### src/hdl/bsd_pkg.sv
// ----------------------------------------------------------------------------
// Byte-stuffing deframer package
// Shared constants and the result type of the deframer.
// ----------------------------------------------------------------------------
package bsd_pkg;

   localparam int MAX_DATA = 1024;
   localparam int COUNT_W  = $clog2(MAX_DATA + 1);
   localparam int INDEX_W  = 10;

   localparam logic [7:0] ESC_BYTE = 8'h01;
   localparam logic [7:0] END_BYTE = 8'h00;

   localparam logic [COUNT_W-1:0] COUNT_MAX = COUNT_W'(MAX_DATA);

   typedef logic [COUNT_W-1:0] count_type;

   typedef struct packed {
      logic [7:0]         receiver_id;
      logic [7:0]         packet_type;
      logic [7:0]         sender_id;
      logic [7:0]         sequence_number;
      logic [7:0]         payload_byte;
      logic               byte_valid;
      logic [INDEX_W-1:0] byte_index;
      logic               packet_done;
      logic               truncated;
      logic               overflowed;
   } result_type;

endpackage

### src/hdl/bsd_channels.sv
// ----------------------------------------------------------------------------
// Byte-stuffing deframer channels
// Valid/ready interfaces for the byte input and the result output.
// ----------------------------------------------------------------------------
interface bsd_req_if;
   logic       valid;
   logic       ready;
   logic [7:0] in_byte;
   logic       msg_end;

   modport source (output valid, output in_byte, output msg_end, input ready);
   modport sink (input valid, input in_byte, input msg_end, output ready);
endinterface

interface bsd_rsp_if;
   logic       valid;
   logic       ready;
   logic [7:0] receiver_id;
   logic [7:0] packet_type;
   logic [7:0] sender_id;
   logic [7:0] sequence_number;
   logic [7:0] payload_byte;
   logic       byte_valid;
   logic [9:0] byte_index;
   logic       packet_done;
   logic       truncated;
   logic       overflowed;

   modport source (
      output valid, output receiver_id, output packet_type, output sender_id,
      output sequence_number, output payload_byte, output byte_valid,
      output byte_index, output packet_done, output truncated, output overflowed,
      input ready
   );
   modport sink (
      input valid, input receiver_id, input packet_type, input sender_id,
      input sequence_number, input payload_byte, input byte_valid,
      input byte_index, input packet_done, input truncated, input overflowed,
      output ready
   );
endinterface

### src/hdl/byte_stuffing_deframer_unit.sv
// ----------------------------------------------------------------------------
// Byte-stuffing deframer
// Strips a four-byte header, removes escape bytes and splits packets on the
// terminator byte or message end; emits data bytes up to MAX_DATA with header.
//
//   channel   direction  handshake      payload
//   req_if    in         valid/ready    in_byte, msg_end
//   rsp_if    out        valid/ready    header bytes, data byte, flags
//
// One byte is accepted per cycle; its result, if any, appears in the result
// register on the next cycle. The result register is the only pipeline stage,
// so a byte is accepted whenever the register is empty or being drained.
// Reset is synchronous and returns the parser to awaiting header byte 0.
// ----------------------------------------------------------------------------
module byte_stuffing_deframer_unit (
   input logic    clock,
   input logic    reset,
   bsd_req_if.sink   req_if,
   bsd_rsp_if.source rsp_if
);
   import bsd_pkg::*;

   typedef enum logic [2:0] {
      PH_HDR0 = 3'd0,
      PH_HDR1 = 3'd1,
      PH_HDR2 = 3'd2,
      PH_HDR3 = 3'd3,
      PH_DATA = 3'd4,
      PH_ESC  = 3'd5
   } phase_type;

   phase_type  phase_ff, phase_in;
   logic [7:0] header_ff [4];
   logic [7:0] header_in [4];
   count_type  count_ff, count_in;
   logic       ovf_ff, ovf_in;

   logic       rsp_valid_ff, rsp_valid_in;
   result_type result_ff, result_in;

   logic       req_fire;
   logic       emit;
   logic       emit_valid;
   logic       emit_done;
   logic       emit_trunc;
   logic       emit_ovf;
   logic [1:0] hdr_pos;
   logic [7:0] in_byte;
   logic       last;
   logic       room;
   logic [COUNT_W+INDEX_W-1:0] count_ext;

   assign req_if.ready = !rsp_valid_ff || rsp_if.ready;
   assign req_fire     = req_if.valid && req_if.ready;
   assign in_byte      = req_if.msg_end ? req_if.in_byte : req_if.in_byte;
   assign last         = req_if.msg_end;
   assign room         = count_ff < COUNT_MAX;
   assign count_ext    = {{INDEX_W{1'b0}}, count_ff};

   always_comb begin
      phase_in   = phase_ff;
      header_in  = header_ff;
      count_in   = count_ff;
      ovf_in     = ovf_ff;
      emit       = 1'b0;
      emit_valid = 1'b0;
      emit_done  = 1'b0;
      emit_trunc = 1'b0;
      emit_ovf   = ovf_ff;
      hdr_pos    = 2'd0;

      unique case (phase_ff) inside
         PH_DATA, PH_ESC: begin
            if (phase_ff == PH_DATA && in_byte == ESC_BYTE) begin
               if (last) begin
                  emit       = 1'b1;
                  emit_done  = 1'b1;
                  emit_trunc = 1'b1;
               end else begin
                  phase_in = PH_ESC;
               end
            end else if (phase_ff == PH_DATA && in_byte == END_BYTE) begin
               emit      = 1'b1;
               emit_done = 1'b1;
            end else begin
               phase_in = PH_DATA;
               if (room) begin
                  emit       = 1'b1;
                  emit_valid = 1'b1;
                  emit_done  = last;
                  count_in   = count_ff + COUNT_W'(1);
               end else begin
                  ovf_in   = 1'b1;
                  emit_ovf = 1'b1;
                  emit     = last;
                  emit_done = last;
               end
            end
            if (emit_done) begin
               phase_in = PH_HDR0;
               count_in = '0;
               ovf_in   = 1'b0;
            end
         end
         default: begin
            unique case (phase_ff)
               PH_HDR1: hdr_pos = 2'd1;
               PH_HDR2: hdr_pos = 2'd2;
               PH_HDR3: hdr_pos = 2'd3;
               default: hdr_pos = 2'd0;
            endcase
            if (hdr_pos == 2'd0) begin
               for (int i = 0; i < 4; i++) begin
                  header_in[i] = 8'h00;
               end
               count_in = '0;
               ovf_in   = 1'b0;
               emit_ovf = 1'b0;
            end
            header_in[hdr_pos] = in_byte;
            if (last) begin
               emit       = 1'b1;
               emit_done  = 1'b1;
               emit_trunc = hdr_pos != 2'd3;
               phase_in   = PH_HDR0;
               count_in   = '0;
               ovf_in     = 1'b0;
            end else begin
               unique case (hdr_pos)
                  2'd0:    phase_in = PH_HDR1;
                  2'd1:    phase_in = PH_HDR2;
                  2'd2:    phase_in = PH_HDR3;
                  default: phase_in = PH_DATA;
               endcase
            end
         end
      endcase
   end

   always_comb begin
      result_in.receiver_id     = header_in[0];
      result_in.packet_type     = header_in[1];
      result_in.sender_id       = header_in[2];
      result_in.sequence_number = header_in[3];
      result_in.payload_byte    = emit_valid ? in_byte : 8'h00;
      result_in.byte_valid      = emit_valid;
      result_in.byte_index      = emit_valid ? count_ext[INDEX_W-1:0] : '0;
      result_in.packet_done     = emit_done;
      result_in.truncated       = emit_trunc;
      result_in.overflowed      = emit_ovf;

      if (req_fire) begin
         rsp_valid_in = emit;
      end else if (rsp_if.ready) begin
         rsp_valid_in = 1'b0;
      end else begin
         rsp_valid_in = rsp_valid_ff;
      end
   end

   always_ff @(posedge clock) begin
      if (reset) begin
         phase_ff     <= PH_HDR0;
         count_ff     <= '0;
         ovf_ff       <= 1'b0;
         rsp_valid_ff <= 1'b0;
         result_ff    <= '0;
         for (int i = 0; i < 4; i++) begin
            header_ff[i] <= 8'h00;
         end
      end else begin
         rsp_valid_ff <= rsp_valid_in;
         if (req_fire) begin
            phase_ff  <= phase_in;
            count_ff  <= count_in;
            ovf_ff    <= ovf_in;
            header_ff <= header_in;
         end
         if (req_fire && emit) begin
            result_ff <= result_in;
         end
      end
   end

   assign rsp_if.valid           = rsp_valid_ff;
   assign rsp_if.receiver_id     = result_ff.receiver_id;
   assign rsp_if.packet_type     = result_ff.packet_type;
   assign rsp_if.sender_id       = result_ff.sender_id;
   assign rsp_if.sequence_number = result_ff.sequence_number;
   assign rsp_if.payload_byte    = result_ff.payload_byte;
   assign rsp_if.byte_valid      = result_ff.byte_valid;
   assign rsp_if.byte_index      = result_ff.byte_index;
   assign rsp_if.packet_done     = result_ff.packet_done;
   assign rsp_if.truncated       = result_ff.truncated;
   assign rsp_if.overflowed      = result_ff.overflowed;

endmodule
### src/flat_wrapper.sv
// flat-port wrapper written by rule: the top's interface ports become plain ports
module byte_stuffing_deframer_unit_flat import bsd_pkg::*;
  (clock, reset, req_if_valid, req_if_in_byte, req_if_msg_end, req_if_ready, rsp_if_valid, rsp_if_receiver_id, rsp_if_packet_type, rsp_if_sender_id, rsp_if_sequence_number, rsp_if_payload_byte, rsp_if_byte_valid, rsp_if_byte_index, rsp_if_packet_done, rsp_if_truncated, rsp_if_overflowed, rsp_if_ready);
  bsd_req_if req_if_i ();
  bsd_rsp_if rsp_if_i ();
  input logic clock;
  input logic reset;
  input wire logic [$bits(req_if_i.valid)-1:0] req_if_valid;
  input wire logic [$bits(req_if_i.in_byte)-1:0] req_if_in_byte;
  input wire logic [$bits(req_if_i.msg_end)-1:0] req_if_msg_end;
  output wire logic [$bits(req_if_i.ready)-1:0] req_if_ready;
  output wire logic [$bits(rsp_if_i.valid)-1:0] rsp_if_valid;
  output wire logic [$bits(rsp_if_i.receiver_id)-1:0] rsp_if_receiver_id;
  output wire logic [$bits(rsp_if_i.packet_type)-1:0] rsp_if_packet_type;
  output wire logic [$bits(rsp_if_i.sender_id)-1:0] rsp_if_sender_id;
  output wire logic [$bits(rsp_if_i.sequence_number)-1:0] rsp_if_sequence_number;
  output wire logic [$bits(rsp_if_i.payload_byte)-1:0] rsp_if_payload_byte;
  output wire logic [$bits(rsp_if_i.byte_valid)-1:0] rsp_if_byte_valid;
  output wire logic [$bits(rsp_if_i.byte_index)-1:0] rsp_if_byte_index;
  output wire logic [$bits(rsp_if_i.packet_done)-1:0] rsp_if_packet_done;
  output wire logic [$bits(rsp_if_i.truncated)-1:0] rsp_if_truncated;
  output wire logic [$bits(rsp_if_i.overflowed)-1:0] rsp_if_overflowed;
  input wire logic [$bits(rsp_if_i.ready)-1:0] rsp_if_ready;
  assign req_if_i.valid = req_if_valid;
  assign req_if_i.in_byte = req_if_in_byte;
  assign req_if_i.msg_end = req_if_msg_end;
  assign req_if_ready = req_if_i.ready;
  assign rsp_if_valid = rsp_if_i.valid;
  assign rsp_if_receiver_id = rsp_if_i.receiver_id;
  assign rsp_if_packet_type = rsp_if_i.packet_type;
  assign rsp_if_sender_id = rsp_if_i.sender_id;
  assign rsp_if_sequence_number = rsp_if_i.sequence_number;
  assign rsp_if_payload_byte = rsp_if_i.payload_byte;
  assign rsp_if_byte_valid = rsp_if_i.byte_valid;
  assign rsp_if_byte_index = rsp_if_i.byte_index;
  assign rsp_if_packet_done = rsp_if_i.packet_done;
  assign rsp_if_truncated = rsp_if_i.truncated;
  assign rsp_if_overflowed = rsp_if_i.overflowed;
  assign rsp_if_i.ready = rsp_if_ready;
  byte_stuffing_deframer_unit u_core (.clock(clock), .reset(reset), .req_if(req_if_i), .rsp_if(rsp_if_i));
endmodule
### config.mk
export PLATFORM = sky130hd
export DESIGN_NAME = byte_stuffing_deframer_unit_flat
export DESIGN_NICKNAME = d
export VERILOG_FILES = /design/src/hdl/bsd_pkg.sv /design/src/hdl/bsd_channels.sv /design/src/hdl/byte_stuffing_deframer_unit.sv /design/src/flat_wrapper.sv
export SDC_FILE = /design/constraint.sdc
export NUM_CORES = 1
export LEC_CHECK = 0
export BUFFER_PORTS_ARGS = -buffer_cell sky130_fd_sc_hd__buf_2
export CAP_MARGIN = 20
export CELL_PAD_IN_SITES_DETAIL_PLACEMENT = 1
export CELL_PAD_IN_SITES_GLOBAL_PLACEMENT = 1
export CORE_MARGIN = 2
export CORE_UTILIZATION = 30
export DETAILED_ROUTE_END_ITERATION = 8
export MAX_ROUTING_LAYER = met4
export PLACE_DENSITY = 0.57
export RECOVER_POWER = 100
export SLEW_MARGIN = 20
export SYNTH_ARGS = -nofsm -noshare
export SYNTH_HDL_FRONTEND = slang
export SYNTH_SLANG_ARGS = --single-unit
### constraint.sdc
create_clock -name clock -period 2.2 [get_ports clock]
set_clock_uncertainty 0.15 [all_clocks]
set_input_delay 0.44 -clock clock [delete_from_list [all_inputs] [get_ports clock]]
set_output_delay 0.44 -clock clock [all_outputs]
set_load 0.02 [all_outputs]
### Word-level counts from Yosys, hierarchy flattened

Cells that the tools add are included.

| word-level totals | value |
|---|---|
| flip-flop bits (word level) | 102 |
| bits in latches | 0 |
| memory bits (writable) | 0 |
| memory bits (read-only) | 0 |
| output and inout port bits | 56 |
| logic and storage cells | 101 |
| memories kept | 0 |

| cells by class | value |
|---|---|
| add/subtract/negate cells | 1 |
| multiply operators | 0 |
| divide/modulo/power cells | 0 |
| order comparisons | 3 |
| eq/ne operators | 14 |
| shift-type cells | 0 |
| mux-type cells | 50 |
| bitwise logic cells | 1 |
| reduce and logical (&&, ||, !) cells | 14 |

Operator list:

| operator | count |
|---|---|
| 32-bit two-way mux | 3 |
| 11-bit two-way mux | 7 |
| 32-bit bitwise mux | 1 |
| 1-bit two-way mux | 26 |
| 3-bit two-way mux | 6 |
| 8-bit demux with 2-bit select | 1 |
| 8-bit two-way mux | 2 |
| 11-bit by 1-bit adder with 11-bit output (second input constant) | 1 |
| 11-bit less-than comparator (second input constant) | 1 |
| 10-bit two-way mux | 1 |
| 3-bit case mux with 3 select lines | 1 |
| 8-bit by 1-bit equality test with 1-bit output (second input constant) | 1 |
| 8-bit logical NOT | 1 |
| 3-bit by 2-bit equality test with 1-bit output (second input constant) | 2 |
| 3-bit equality test (second input constant) | 2 |
| 3-bit != test (second input constant) | 2 |
| 2-bit case mux with 3 select lines | 1 |
| 1-bit logical AND | 5 |
| 5-bit AND reduction | 1 |
| 4-bit by 3-bit != test with 1-bit output (second input constant) | 1 |
| 4-bit != test (second input constant) | 1 |
| 3-bit by 1-bit equality test with 1-bit output (second input constant) | 1 |
| 3-bit >= comparator (second input constant) | 1 |
| 3-bit by 1-bit less-than comparator with 1-bit output (second input constant) | 1 |
| 13 further kinds | 13 |

### Depth between registers and ports, before layout

| logic depth | value |
|---|---|
| depth in word-level cells | 10 |
| mapped depth | 9 |
| gate-level depth less buffers | 7 |

### Least setup slack after synthesis

OpenSTA, ideal clock, no wires.

| timing | value |
|---|---|
| path kind | input-to-reg |
| start | input port req_if_in_byte[2] |
| end | register u_core.result_ff (netlist bit u_core.rsp_if.packet_type[0]) |
| setup time | 146 ps |
| arrival time | 2038 ps |
| required time | 1904 ps |
| setup slack | -134 ps |
| stages | 8 |
| buffers on the path | 4 |
| path through | buf_2 > or4_4 > nor4_4 > o31a_1 > buf_4 > buf_8 > buf_6 > a211oi_2 |

| on the way | value |
|---|---|
| longest elaborated chain between the ends | 6 |
| elaborated cells on any way between the ends | 8 |

RTL lines:

| item | RTL line | text |
|---|---|---|
| start, declared | flat_wrapper.sv:9 | `input wire logic [$bits(req_if_i.in_byte)-1:0] req_if_in_byte;` |
| 8-bit logical NOT | byte_stuffing_deframer_unit.sv:82 | `end else if (phase_ff == PH_DATA && in_byte == END_BYTE) begin` |
| 1-bit logical AND | byte_stuffing_deframer_unit.sv:82 |  |
| 1-bit two-way mux | byte_stuffing_deframer_unit.sv:82 |  |
| 1-bit two-way mux (*) | byte_stuffing_deframer_unit.sv:74 | `if (phase_ff == PH_DATA && in_byte == ESC_BYTE) begin` |
| 1-bit two-way mux (*) | byte_stuffing_deframer_unit.sv:72 | `unique case (phase_ff) inside` |
| 1-bit logical AND (*) | byte_stuffing_deframer_unit.sv:179 | `if (req_fire && emit) begin` |
| end signal, assigned | byte_stuffing_deframer_unit.sv:180 | `result_ff <= result_in;` |
| end, declared | byte_stuffing_deframer_unit.sv:39 | `result_type result_ff, result_in;` |

Every way passes the cells marked *; elsewhere a longest branch is shown, timed or not.
A chain may end at the register's enable or synchronous reset.

### Worst setup path in the final report

| timing | value |
|---|---|
| start | register u_core.phase_ff[0] |
| end | register u_core.count_ff[3] |

| on the way | value |
|---|---|
| longest elaborated chain between the ends | 7 |
| elaborated cells on any way between the ends | 21 |

RTL lines:

| item | RTL line | text |
|---|---|---|
| start, declared | byte_stuffing_deframer_unit.sv:32 | `phase_type phase_ff, phase_in;` |
| start signal, assigned | byte_stuffing_deframer_unit.sv:174 | `phase_ff <= phase_in;` |
| 3-bit equality test | byte_stuffing_deframer_unit.sv:74, byte_stuffing_deframer_unit.sv:82 |  |
| 1-bit logical AND | byte_stuffing_deframer_unit.sv:82 |  |
| 1-bit two-way mux | byte_stuffing_deframer_unit.sv:82 |  |
| 1-bit two-way mux | byte_stuffing_deframer_unit.sv:74 |  |
| 1-bit two-way mux | byte_stuffing_deframer_unit.sv:72 |  |
| 3-bit by 1-bit != test with 1-bit output (no source line), or another cell as far along | n/a |  |
| 5-bit AND reduction (no source line) or 11-bit two-way mux (tied branches) | n/a |  |
| end signal, assigned | byte_stuffing_deframer_unit.sv:175 | `count_ff <= count_in;` |
| end, declared | byte_stuffing_deframer_unit.sv:35 | `count_type count_ff, count_in;` |

Several ways; a longest one is shown, not always the timed one. The select of a mux whose other input is x is not followed.

==> flow_summary.toml <==
[status]
run_status = "completed"

[detailed_routing]
viasPerCell = 5.19
drt_iter0_drc = 153
wl_per_cell_um = 17.9
firstDrtPassIters = 5
drtAntennaViolNets = 0
vias = 3686
drc = 0
wl_um = 12700

[logic_synthesis]
synth_cell_types = 58
synth_ff_type = "dfxtp_1"
avgSynthCellArea_um2 = 9.98
synthAdderAreaFrac_pct = 1.73
synth-simple-area-share_pct = 13.5
async_flop_share_pct = 0
yosysSeqAreaShare_pct = 47.0
synth_edf_count = 0
synthMuxAreaShare_pct = 3.46
syn-instance-count = 435
ys_ff_latch = 102
synth-compound-area-share_pct = 28.8
yosys_warnings = 0
synth_largest_area_cell = "dfxtp_1"
netlist_top_cells_area = "dfxtp_1 (47%), a211oi_2 (6.6%), nor2_1 (5.6%), a22o_1 (3.6%), mux2i_1 (3.5%)"
syn_nets = 454
synth_top_family_by_area = "compound AO/OA/AOI/OAI gates"
synth_area_um2 = 4340
synth_top_area_share_pct = 47.0
synth-xor-area-share_pct = 0

[clocking]
holdBufCountCts = 0
clk_latency_ns = 0.36
root_buffer = "clkbuf_16"
clockBufferDepth = 2
cts.sinks = 102
cts_made_buffers = 9
cts_setup_buffers = 0
cts_tree = "yes"
cts_max_level = 3
clkTransAtPathRegs_ns = 0.07

[floorplan]
num_io_pins = 69
dieArea_um2 = 15400
start_util_pct = 31.0
std_cell_rows = 43
dieHeight_um = 124
coreArea_um2 = 14000
dieWidth_um = 124

[pwr]
switchingPower_w = 0.00120
swShare_pct = 27.7
p_int_w = 0.00314
power_density_nw_per_um2 = 808
peakVddDrop_mv = 0.383
clkPwrFrac_pct = 37.2
combPwrFrac_pct = 16.3
p_leak_nw = 2.04
power_frac_seq_pct = 46.5

[grt]
gr-usage-all-layers_pct = 17.1
grt_pass1_vias = 3910
grt_first_pass_wirelength_um = 20500
overflow = 0
antenna_found_initial = 0
grt_max_degree = 44

[critical_path]
worst-endpoint-required_ns = 2.28
endpoint_kind = "flop"
crit_buf_inv = 2
path_class = "reg -> reg"
critPathTopFamily = "simple AND/OR/NAND/NOR gates"
cp_slowest_stage_delay_ns = 0.60
reg2reg_depth = 7
crit_slowest_cell = "or4_4"
startpoint_type = "flop"
crit_cells = 7
critPathArrivalTime_ns = 2.21
path_cells = "or4_4 > o31ai_1 > clkbuf_2 > buf_12 > nor3b_1 > o21ai_0 > o41ai_1"
crit_fanout = 4

[timing]
timing.final.crit_share_pct = 96.7
rsz0062_at_grt = "no"
period_minus_slack_ns = 2.13
hold_viol_final = 0
finalMaxSlewViolations = 0
fin_ws_ns = 0.0724
fmax_ghz = 0.470
worst_slew_pin_slew_ns = 0.642
setup_viol = 0
relSlewSlack_pct = 56.9

[cells_and_area]
nets = 545
syn_to_final_growth_pct = 23.9
drive_gt1_share_pct = 20.9
fin_area_um2 = 5380
final_common_cell = "dfxtp_1"
diodes = 0
final_cells = 710
final_cell_mix = "dfxtp_1 (100), nor2_1 (65), clkbuf_1 (59)"

[placed_design]
io_buffers = 68
hpwl_um = 9240
gp_congestion = 0.818
dp.cells = 695
dpl_worst_slack_ns = -0.394
placed_area_um2 = 5150

[hold_path]
min_path_cells = 4
worstHoldPathType = "in -> reg"

[job]
max_cap_violations = 0
kinds of logic (layout without fill, tap and decap cells):
family	Yosys count	after routing
adder cells (fa/ha/maj)	6	6
buffers and inverters	44	139
flip-flops	102	102
AND/OR/NAND/NOR	120	120
AO/OA/AOI/OAI	148	148
multiplexers	15	15
layer usage:
layer | vias up | track usage [%] | wire length, µm
met5 | - | - | 0
met4 | 0 | 5.35 | 172
met3 | 15 | 3.31 | 316
met2 | 54 | 27.7 | 6080
met1 | 1811 | 21.5 | 6150
li1 | 1806 | - | -
tightest hold or removal path, stage by stage:
cell and delay, ns:
buf_2 0.10, inv_1 0.06, a21oi_2 0.06, nor2_2 0.05
power groups by stage:
stage	Clock (W)	Combinational, W	Sequential [W]
2_1_floorplan	0	0.000408	0.00212
5_1_grt	0.00174	0.000776	0.00203
6_report	0.00162	0.000710	0.00202
3_3_place_gp	0	0.000728	0.00205
4_1_cts	0.00167	0.000750	0.00202
3_5_place_dp	0	0.000743	0.00206
final timing paths:
kind | startpoint | slack [ns] | endpoint
min reg2reg | u_core.rsp_if.byte_index[7]$_SDFFE_PP0P_ | 0.32 | u_core.rsp_if.byte_index[7]$_SDFFE_PP0P_
max | u_core.phase_ff[0]$_SDFFE_PP0P_ | 0.07 | u_core.count_ff[3]$_SDFFE_PP0P_
max reg2reg | u_core.phase_ff[0]$_SDFFE_PP0P_ | 0.07 | u_core.count_ff[3]$_SDFFE_PP0P_
min | rsp_if_ready | 0.24 | u_core.rsp_if.valid$_SDFFE_PP0P_
repair_timing:
| item | in CTS | in global routing |
|---|---|---|
| setup endpoints to repair | 55 | 39 |
| hold endpoints to repair | 0 | 0 |
| resized for setup | 4 | 8 |
area by class of cell:
type	instances	area [µm²]
Fill cell	1612	8610
Multi-Input combinational cell	289	2090
Sequential cell	102	2040
Timing Repair Buffer	119	704
Clock buffer	12	246
Tap cell	180	225
Clock inverter	3	43.8
Inverter	5	18.8
cells in the mapped netlist, drive strengths merged (6+ instances only):
library cell	count
a21oi	11
a211oi	40
nand2	10
dfxtp	102
ha	6
o22a	10
a22oi	15
o21ai	10
nor2	67
buf	14
o21a	11
mux2i	15
a22o	18
clkbuf	25
a221oi	10
nand3	9
registers in the layout, summed over array words and instances (netlist names), 8 cells and up:
register                       flops
u_core.count_ff                   11
u_core.rsp_if.packet_type          8
u_core.rsp_if.receiver_id          8
u_core.rsp_if.sender_id            8
u_core.header_ff                  32
u_core.rsp_if.sequence_number      8
u_core.rsp_if.byte_index          10
u_core.rsp_if.payload_byte         8
metrics by stage:
stage          hold slack, ns  total power, W  TNS [ns]  utilization (%)
2_1_floorplan           0.290         0.00253     -2.29                -
3_3_place_gp            0.286         0.00278    -10.90             36.8
3_5_place_dp            0.299         0.00280    -13.50             36.8
4_1_cts                 0.236         0.00443         0             39.1
5_1_grt                 0.266         0.00454         0             38.4
6_report                0.243         0.00434         0             38.4
Note: power is estimated with default switching activity, not from simulation.
